[config.mk]
export PLATFORM = sky130hd
export DESIGN_NAME = cpba_ctrl
export DESIGN_NICKNAME = d
export VERILOG_FILES = /design/src/rtl/cpba_pkg.sv /design/src/rtl/cpba_ctrl.sv
export SDC_FILE = /design/constraint.sdc
export NUM_CORES = 1
export LEC_CHECK = 0
export BUFFER_PORTS_ARGS = -buffer_cell sky130_fd_sc_hd__clkbuf_2
export CAP_MARGIN = 20
export CORE_AREA = 5 5 168 170
export CTS_BUF_LIST = sky130_fd_sc_hd__clkbuf_8 sky130_fd_sc_hd__clkbuf_16
export DETAILED_ROUTE_END_ITERATION = 6
export DIE_AREA = 0 0 173 175
export PLACE_DENSITY = 0.78
export SLEW_MARGIN = 20
export SYNTH_ARGS = -nofsm -noshare
export SYNTH_HDL_FRONTEND = slang
export SYNTH_SLANG_ARGS = --single-unit
[constraint.sdc]
create_clock -name clk -period 9.1 [get_ports clk]
set_input_delay 0.91 -clock clk [delete_from_list [all_inputs] [get_ports clk]]
set_output_delay 0.91 -clock clk [all_outputs]
set_load 0.01 [all_outputs]
[src/rtl/cpba_pkg.sv]
`default_nettype none
// ----------------------------------------------------------------------------
// cpba_pkg: shared types and constants of the cyclic ID allocator
// Sizes of the ID bitmap, status and operation codes, and the bit search
// helper used by the controller.
// ----------------------------------------------------------------------------
package cpba_pkg;

  localparam int ID_SPACE   = 32768;
  localparam int WORD_BITS  = 64;
  localparam int NUM_WORDS  = ID_SPACE / WORD_BITS;
  localparam int ID_W       = 15;
  localparam int WADDR_W    = 9;
  localparam int OFF_W      = 6;
  localparam int LIMIT_W    = 16;
  localparam int COUNT_W    = 16;

  localparam logic [LIMIT_W-1:0] RESERVED_FLOOR = 16'd300;
  localparam logic [LIMIT_W-1:0] LIMIT_RESET    = 16'd32768;
  localparam logic [LIMIT_W-1:0] ID_SPACE_L     = 16'd32768;
  localparam logic [COUNT_W-1:0] COUNT_RESET    = 16'd32767;
  localparam logic [OFF_W-1:0]   WORD_MAX       = 6'd63;

  // Result status codes.
  localparam logic [1:0] STATUS_OK    = 2'd0;
  localparam logic [1:0] STATUS_NO_ID = 2'd1;
  localparam logic [1:0] STATUS_FREED = 2'd2;

  // Request kinds on the input channel.
  localparam logic FUNC_ALLOC = 1'b0;
  localparam logic FUNC_FREE  = 1'b1;

  typedef struct packed {
    logic                 we;
    logic [WADDR_W-1:0]   waddr;
    logic [WORD_BITS-1:0] wdata;
    logic                 re;
    logic [WADDR_W-1:0]   raddr;
  } ram_req_t;

  typedef struct packed {
    logic               clearing;
    logic [COUNT_W-1:0] free_count;
  } ctrl_stat_t;

  // Index of the lowest set bit; zero when no bit is set.
  function automatic logic [OFF_W-1:0] lowest_set(input logic [WORD_BITS-1:0] v);
    logic [OFF_W-1:0] idx;
    idx = '0;
    for (int i = WORD_BITS - 1; i >= 0; i--) begin
      if (v[i]) begin
        idx = OFF_W'(i);
      end
    end
    return idx;
  endfunction

endpackage
`default_nettype wire

[src/rtl/cpba_ctrl.sv]
`default_nettype none
// ----------------------------------------------------------------------------
// cpba_ctrl: allocation and free sequencer
// Clears the bitmap after reset, then reads one bitmap word per request,
// scans word by word for a clear bit on contention and writes the word back.
// ----------------------------------------------------------------------------
module cpba_ctrl (
  input  wire logic                                clk,
  input  wire logic                                rst,
  input  wire logic [cpba_pkg::LIMIT_W-1:0]        id_limit,
  input  wire logic                                s_valid,
  output logic                                     s_ready,
  input  wire logic                                s_func,
  input  wire logic [cpba_pkg::ID_W-1:0]           s_id,
  output logic                                     m_valid,
  input  wire logic                                m_ready,
  output logic [cpba_pkg::ID_W-1:0]                m_id,
  output logic [1:0]                               m_status,
  output cpba_pkg::ram_req_t                       ram_req,
  input  wire logic [cpba_pkg::WORD_BITS-1:0]      ram_rdata,
  output cpba_pkg::ctrl_stat_t                     stat
);

  localparam logic [1:0] ST_CLEAR = 2'd0;
  localparam logic [1:0] ST_IDLE  = 2'd1;
  localparam logic [1:0] ST_CHECK = 2'd2;

  localparam logic [1:0] OP_ALLOC = 2'd0;
  localparam logic [1:0] OP_FREE  = 2'd1;
  localparam logic [1:0] OP_FAIL  = 2'd2;

  logic [1:0]                      state, state_next;
  logic [1:0]                      op, op_next;
  logic [cpba_pkg::WADDR_W-1:0]    clr_addr, clr_addr_next;
  logic [cpba_pkg::WADDR_W-1:0]    cur_word, cur_word_next;
  logic [cpba_pkg::ID_W-1:0]       victim, victim_next;
  logic [cpba_pkg::ID_W-1:0]       lo, lo_next;
  logic [cpba_pkg::ID_W-1:0]       last, last_next;
  logic                            seg_b, seg_b_next;
  logic [cpba_pkg::ID_W-1:0]       seg_b_last, seg_b_last_next;
  logic [cpba_pkg::COUNT_W-1:0]    free_count, free_count_next;
  logic [cpba_pkg::ID_W-1:0]       last_id, last_id_next;
  logic                            m_valid_next;
  logic [cpba_pkg::ID_W-1:0]       m_id_next;
  logic [1:0]                      m_status_next;

  logic [cpba_pkg::LIMIT_W-1:0]    lim, start0, start;
  logic [cpba_pkg::LIMIT_W-1:0]    lim_m1, start_m1;
  logic                            out_free;
  logic [cpba_pkg::WORD_BITS-1:0]  mask_lo, mask_hi, cand;
  logic [cpba_pkg::OFF_W-1:0]      hit_off;
  logic [cpba_pkg::ID_W-1:0]       found;
  logic [cpba_pkg::WORD_BITS-1:0]  victim_bit, found_bit;

  always_comb begin
    lim = (id_limit > cpba_pkg::ID_SPACE_L) ? cpba_pkg::ID_SPACE_L : id_limit;
    start0 = {1'b0, last_id} + 16'd1;
    start = (start0 >= lim) ? cpba_pkg::RESERVED_FLOOR : start0;
    lim_m1 = lim - 16'd1;
    start_m1 = start - 16'd1;
    out_free = !m_valid || m_ready;

    // Only bits between the segment bounds may be taken in the current word.
    mask_lo = (cur_word == lo[14:6]) ? ({cpba_pkg::WORD_BITS{1'b1}} << lo[5:0])
                                     : {cpba_pkg::WORD_BITS{1'b1}};
    mask_hi = (cur_word == last[14:6])
              ? ({cpba_pkg::WORD_BITS{1'b1}} >> (cpba_pkg::WORD_MAX - last[5:0]))
              : {cpba_pkg::WORD_BITS{1'b1}};
    cand = ~ram_rdata & mask_lo & mask_hi;
    hit_off = cpba_pkg::lowest_set(cand);
    found = {cur_word, hit_off};
    found_bit = {{(cpba_pkg::WORD_BITS-1){1'b0}}, 1'b1} << hit_off;
    victim_bit = {{(cpba_pkg::WORD_BITS-1){1'b0}}, 1'b1} << victim[5:0];
  end

  always_comb begin
    state_next = state;
    op_next = op;
    clr_addr_next = clr_addr;
    cur_word_next = cur_word;
    victim_next = victim;
    lo_next = lo;
    last_next = last;
    seg_b_next = seg_b;
    seg_b_last_next = seg_b_last;
    free_count_next = free_count;
    last_id_next = last_id;
    m_valid_next = m_valid && !m_ready;
    m_id_next = m_id;
    m_status_next = m_status;
    ram_req = '0;
    s_ready = (state == ST_IDLE);

    unique case (state)
      ST_CLEAR: begin
        ram_req.we = 1'b1;
        ram_req.waddr = clr_addr;
        ram_req.wdata = (clr_addr == '0) ? {{(cpba_pkg::WORD_BITS-1){1'b0}}, 1'b1} : '0;
        clr_addr_next = clr_addr + 9'd1;
        if (clr_addr == 9'(cpba_pkg::NUM_WORDS - 1)) begin
          state_next = ST_IDLE;
        end
      end
      ST_IDLE: begin
        if (s_valid) begin
          state_next = ST_CHECK;
          if (s_func == cpba_pkg::FUNC_FREE) begin
            op_next = OP_FREE;
            victim_next = s_id;
            ram_req.re = 1'b1;
            ram_req.raddr = s_id[14:6];
          end else if (start >= lim || free_count == '0) begin
            op_next = OP_FAIL;
          end else begin
            op_next = OP_ALLOC;
            lo_next = start[14:0];
            last_next = lim_m1[14:0];
            cur_word_next = start[14:6];
            seg_b_next = cpba_pkg::RESERVED_FLOOR < start;
            seg_b_last_next = start_m1[14:0];
            ram_req.re = 1'b1;
            ram_req.raddr = start[14:6];
          end
        end
      end
      ST_CHECK: begin
        unique case (op)
          OP_FREE: begin
            if (out_free) begin
              if (ram_rdata[victim[5:0]]) begin
                ram_req.we = 1'b1;
                ram_req.waddr = victim[14:6];
                ram_req.wdata = ram_rdata & ~victim_bit;
                free_count_next = free_count + 16'd1;
              end
              m_valid_next = 1'b1;
              m_id_next = '0;
              m_status_next = cpba_pkg::STATUS_FREED;
              state_next = ST_IDLE;
            end
          end
          OP_ALLOC: begin
            priority if (|cand) begin
              if (out_free) begin
                ram_req.we = 1'b1;
                ram_req.waddr = cur_word;
                ram_req.wdata = ram_rdata | found_bit;
                free_count_next = free_count - 16'd1;
                last_id_next = found;
                m_valid_next = 1'b1;
                m_id_next = found;
                m_status_next = cpba_pkg::STATUS_OK;
                state_next = ST_IDLE;
              end
            end else if (cur_word != last[14:6]) begin
              cur_word_next = cur_word + 9'd1;
              ram_req.re = 1'b1;
              ram_req.raddr = cur_word + 9'd1;
            end else if (seg_b) begin
              // Wrap around: the rest of the lap runs from the floor up.
              seg_b_next = 1'b0;
              lo_next = cpba_pkg::RESERVED_FLOOR[14:0];
              last_next = seg_b_last;
              cur_word_next = cpba_pkg::RESERVED_FLOOR[14:6];
              ram_req.re = 1'b1;
              ram_req.raddr = cpba_pkg::RESERVED_FLOOR[14:6];
            end else begin
              op_next = OP_FAIL;
            end
          end
          default: begin
            if (out_free) begin
              m_valid_next = 1'b1;
              m_id_next = '0;
              m_status_next = cpba_pkg::STATUS_NO_ID;
              state_next = ST_IDLE;
            end
          end
        endcase
      end
      default: begin
        state_next = ST_CLEAR;
      end
    endcase
  end

  always_ff @(posedge clk) begin
    if (rst) begin
      state <= ST_CLEAR;
      clr_addr <= '0;
      free_count <= cpba_pkg::COUNT_RESET;
      last_id <= '0;
      m_valid <= 1'b0;
    end else begin
      state <= state_next;
      clr_addr <= clr_addr_next;
      free_count <= free_count_next;
      last_id <= last_id_next;
      m_valid <= m_valid_next;
    end
  end

  always_ff @(posedge clk) begin
    op <= op_next;
    cur_word <= cur_word_next;
    victim <= victim_next;
    lo <= lo_next;
    last <= last_next;
    seg_b <= seg_b_next;
    seg_b_last <= seg_b_last_next;
    m_id <= m_id_next;
    m_status <= m_status_next;
  end

  assign stat.clearing = (state == ST_CLEAR);
  assign stat.free_count = free_count;

endmodule
`default_nettype wire
Word-level counts from Yosys, hierarchy flattened
Cells that the tools add are included.
- add/sub/neg operators: 8
- $lt $le $gt $ge: 5
- eq/ne operators: 23
- shift operators: 4
- mux-type cells: 148
- bitwise logic cells: 8
- reduce and logical (&&, ||, !) cells: 24
- operator list (kind ; number):
    2-to-1 mux 6 bit ; 64
    2-to-1 mux 74 bit ; 4
    case mux 74 bit (2 select lines) ; 2
    2-to-1 mux 15 bit ; 18
    AND 64 bit ; 3
    2-to-1 mux 64 bit ; 2
    NOT 64 bit ; 2
    << shifter 1 x 6 -> 64 bit, first input constant ; 2
    2-to-1 mux 16 bit ; 6
    2-to-1 mux 10 bit ; 7
    bitwise OR 64 bit ; 1
    OR reduction 64 bit ; 1
    << shifter 64 x 6 -> 64 bit, first input constant ; 1
    >> shifter 64 x 6 -> 64 bit, first input constant ; 1
    2-to-1 mux 9 bit ; 7
    case mux 15 bit (2 select lines) ; 2
    greater-or-equal comparator 16 bit ; 2
    2-to-1 mux 2 bit ; 16
    case mux 16 bit (2 select lines) ; 1
    subtractor 15 x 1 -> 15 bit, second input constant ; 2
    != test 2 bit, second input constant ; 12
    case mux 10 bit (2 select lines) ; 1
    adder 9 x 1 -> 9 bit, second input constant ; 2
    == test 9 bit ; 2
    other kinds (32) ; 59
- register bits after elaboration: 132
- input port bits: 100
- output and inout bits: 120
- word-level logic and storage cells: 234

Logic depth before layout (Yosys ltp)
- word-level depth: 74
- depth in mapped cells: 28
- depth with buffers taken out: 26

Least setup slack after synthesis
No wires, ideal clock.
- kind: input -> register
- start: in id_limit[15] (netlist bit)
- end: reg last[0] (netlist bit) (enable)
- library setup time: 0.463 ns
- data arrival time: 8.015 ns
- required time: 8.637 ns
- setup slack: 0.622 ns
- cell stages on the path: 28
- path buffers: 2
- cells stage by stage: clkinv_1 clkbuf_1 nand2_1 inv_1 ha_1 nand2b_1 a21o_1 a21o_1 a21o_1 a21o_1 a21o_1 a211oi_1 o21ai_0 a21oi_1 clkbuf_1 nand2b_1 ha_1 nand2b_1 a21o_1 a21o_1 a21o_1 a21o_1 a21o_1 a211o_1 a21oi_1 o211ai_1 a22o_1 a211oi_1
- longest elaborated chain between the ends: 8
- RTL lines (item ; line ; text):
    from (decl) ; cpba_ctrl.sv:10 ; input wire logic [cpba_pkg::LIMIT_W-1:0] id_limit,
    greater-than comparator 16 bit ; cpba_ctrl.sv:56 ; lim = (id_limit > cpba_pkg::ID_SPACE_L) ? cpba_pkg::ID_SPACE_L : id_limit;
    2-to-1 mux 16 bit (*) ; cpba_ctrl.sv:56 ;
    greater-or-equal comparator 16 bit ; cpba_ctrl.sv:58 ; start = (start0 >= lim) ? cpba_pkg::RESERVED_FLOOR : start0;
    2-to-1 mux 16 bit ; cpba_ctrl.sv:58 ;
    greater-or-equal comparator 16 bit (*) ; cpba_ctrl.sv:112 ; end else if (start >= lim || free_count == '0) begin
    logical OR 1 bit (*) ; cpba_ctrl.sv:112 ;
    != test 2 bit (no source line) (*) ; - ;
    AND reduction 8 bit (no source line) (*) ; - ;
    to (signal assigned) ; cpba_ctrl.sv:208 ; last <= last_next;
    to (decl) ; cpba_ctrl.sv:38 ; logic [cpba_pkg::ID_W-1:0] last, last_next;
Mark *: on every way between the ends. The rest lies on a longest branch, timed or not.
A chain may end at the register's enable or synchronous reset.

==> summary.md <==
| Metric | Value |
|---|---|
| Slowest CP cell | a21oi_1 |
| # clock sinks | 132 |
| Crit start category | flop |
| Post-route DRC | 0 |
| Die ar. | 0.0303 sq mm |
| VDD IR max | 0.161 mV |
| IO Pins | 220 |
| Required time of the critical path | 8.19 ns |
| Relative slew margins | 17.5% |
| Most frequent cells in the layout | clkbuf_2, nand2_1, o21ai_0 |
| Clock Path Buffers | 2 |
| Overall power | 1600 uW |
| Met2 Track Usage GR | 58.1% |
| Number of post-CTS setup repair buffers | 0 |
| Skew final | 0.0140 ns |
| Tcrit/Tclk final | 89.7% |
| Initial core utilization | 52.1% |
| Mapped cell area | 0.0138 sq mm |
| Hold buffer count at cts | 0 |
| CP Class | reg2out |
| Clock slew at reported path FFs | 0.06 ns |
| Clock Latency Late Sink | 0.42 ns |
| Cell row count | 60 |
| Leading area contributor after synthesis | edfxtp_1 |
| Power per cell area | 103 mW/mm^2 |
| EDFF count, synth | 89 |
| Top cells by area, synth | edfxtp_1, dfxtp_1, o21ai_0 |
| CTS tree | yes |
| Most frequent CP cell | a21o_1 |
| HPWL Detailed | 42900 um |
| Final wirelength | 57400 um |
| Met3 Use GR | 6.71% |
| Share of the synthesized area in the top cell type | 19.3% |
| Initial antenna violation count | 1 |
| Final Setup Violations | 0 |
| Flops & latches, synth | 132 |
| Worst Path Arrival | 7.26 ns |
| Synthesis-to-layout area growth | 12.6% |
| TritonCTS buffer count | 17 |
| Async SR Flop Fraction | 0% |
| Syn nets | 1900 |
| Total Routing Usage GR | 36.1% |
| H-tree levels | 4 |
| Sequential area share after synthesis | 25.5% |
| Slew Viols, Final | 0 |
| Setup Total Neg Slack | 0 ns |
| Yosys warnings | 0 |
| Final Hold Fails | 0 |
| R2R Setup Slk | 1.88 ns |
| Clock root cell | clkbuf_16 |
| Number of gates resized after cts | 0 |
| DRT Pass-1 Iters | 6 |
| Final Net Count | 2030 |
| Status | finished, final reports clean |
| Max Cap Viol | 0 |
| Netlist cell types | 114 |
| Syn Area/Cell | 7.95 sq um |
| Worst Max-Slew Pin Slew | 1.22 ns |
| RSZ-0062 raised after global routing | false |
| Die Span Y | 175 um |
| Vias/cell | 7.05 |
| Fmax | 122 MHz |
| Most used DFF post-synth | edfxtp_1 |
| Leak pwr | 0.00622 uW |
| Critical path's largest stage delay | 0.60 ns |
| Number of global-route vias before repair | 14584 |
| Peak-usage layer in the global routing report | met2 |
| Commonest non-fill, non-tap cell in the layout | clkbuf_2 |
| Congestion Overflow GR | 0 |
| Critical Path End Type | output pin |
| GP Congestion | 1.09 |
| Drt initial violations | 2191 |
| Die width | 173 um |
| Met1 Track Usage GR | 45.0% |
| WL/cell | 25.8 um |
| Share of cells above drive strength 1 | 19.9% |
| CP Max Fanout | 10 |
| Mapped Cells | 1742 |
| Port Buf Inserts | 219 |
| Largest net degree at the start of global routing | 64 |
| Via count | 15715 |
| First-pass GRT wire length | 86500 um |
| Antenna Violating Nets Remaining | 0 |
| Core Area | 0.0266 sq mm |
| Worst hold path type | reg2reg |
| Final Critical Period | 8.17 ns |
| Fillers | 2451 |
-- power by group --
group	total (uW)	switching [uW]	internal, uW
registers	642	3.69	638
clock network	740	270	470
logic	221	143	77.4
total	1600	417	1190
-- state kept, by name, summed over array words and instances, names as in the netlist --
| signal | count |
|---|---|
| m_status | 2 |
| m_valid | 1 |
| victim | 15 |
| m_id | 15 |
| last | 15 |
| last_id | 15 |
| seg_b_last | 15 |
| clr_addr | 9 |
| lo | 15 |
| state | 2 |
| op | 2 |
| free_count | 16 |
| seg_b | 1 |
| cur_word | 9 |
-- layer usage --
| metal | up-vias | wire length, um |
|---|---|---|
| li1 | 6888 | - |
| met1 | 7287 | 21200 |
| met2 | 1242 | 25500 |
| met3 | 298 | 6190 |
| met4 | 0 | 4510 |
| met5 | - | 0 |
-- cells in the mapped netlist (34+ instances only) --
master,n
xnor2_1,43
o21ai_0,149
and2_1,34
clkbuf_1,68
ha_1,57
nand2_1,195
a21oi_1,139
nor2_1,111
o21ai_1,44
edfxtp_1,89
inv_1,53
nand3_1,42
o31ai_1,35
dfxtp_1,43
a41oi_1,36
-- cell type report --
class | count | area [sq um] | share of cell area [%]
multi-input cells | 1425 | 9500 | 60.9
flip-flops and latches | 132 | 3530 | 22.7
well taps | 341 | 427 | 2.74
diodes | 2 | 5.00 | 0.0321
inverters | 54 | 203 | 1.30
clock buffers | 18 | 439 | 2.82
repair buffers | 242 | 1280 | 8.22
clock inverters | 14 | 200 | 1.28
-- through the flow --
step / worst slack (ns) / hold slack [ns] / util, % / cells / area (sq um)
2_1_floorplan: 0.622 / 0.457 / - / 1742 / 13800
3_3_place_gp: 1.38 / 0.474 / 56.2 / 2193 / 14900
3_5_place_dp: 1.19 / 0.490 / 56.2 / 2193 / 14900
4_1_cts: 1.03 / 0.498 / 58.6 / 2225 / 15600
5_1_grt: 0.347 / 0.511 / 58.6 / 2226 / 15600
6_report: 0.934 / 0.494 / 58.7 / 2228 / 15600
-- path summary, 6_finish.rpt --
check | depth (start not counted) | end | startpoint
max | 25 | ram_req[1] | last_id[0]
min | 2 | last_id[8] | last_id[8]
max reg2reg | 24 | cur_word[4] | last_id[0]
min reg2reg | 2 | last_id[8] | last_id[8]
-- logic make-up after synthesis --
| kind of cell | after synthesis | share of synthesized area, % |
|---|---|---|
| buffers and inverters | 185 | 6.07 |
| AO/OA/AOI/OAI | 650 | 31.5 |
| adder cells (fa/ha/maj) | 59 | 5.37 |
| flip-flops | 132 | 25.5 |
| XOR/XNOR | 72 | 4.56 |
| multiplexers | 25 | 3.72 |
| AND/OR/NAND/NOR | 619 | 23.2 |
-- critical path: cells and delay by family (launching register included) --
family | cells | cell delay, ns
adder cells (fa/ha/maj) | 3 | 0.93
flip-flops | 1 | 0.54
XOR/XNOR | 1 | 0.29
AND/OR/NAND/NOR | 7 | 1.28
AO/OA/AOI/OAI | 12 | 3.54
buffers and inverters | 2 | 0.26
Note: power is estimated with default switching activity, not from simulation.
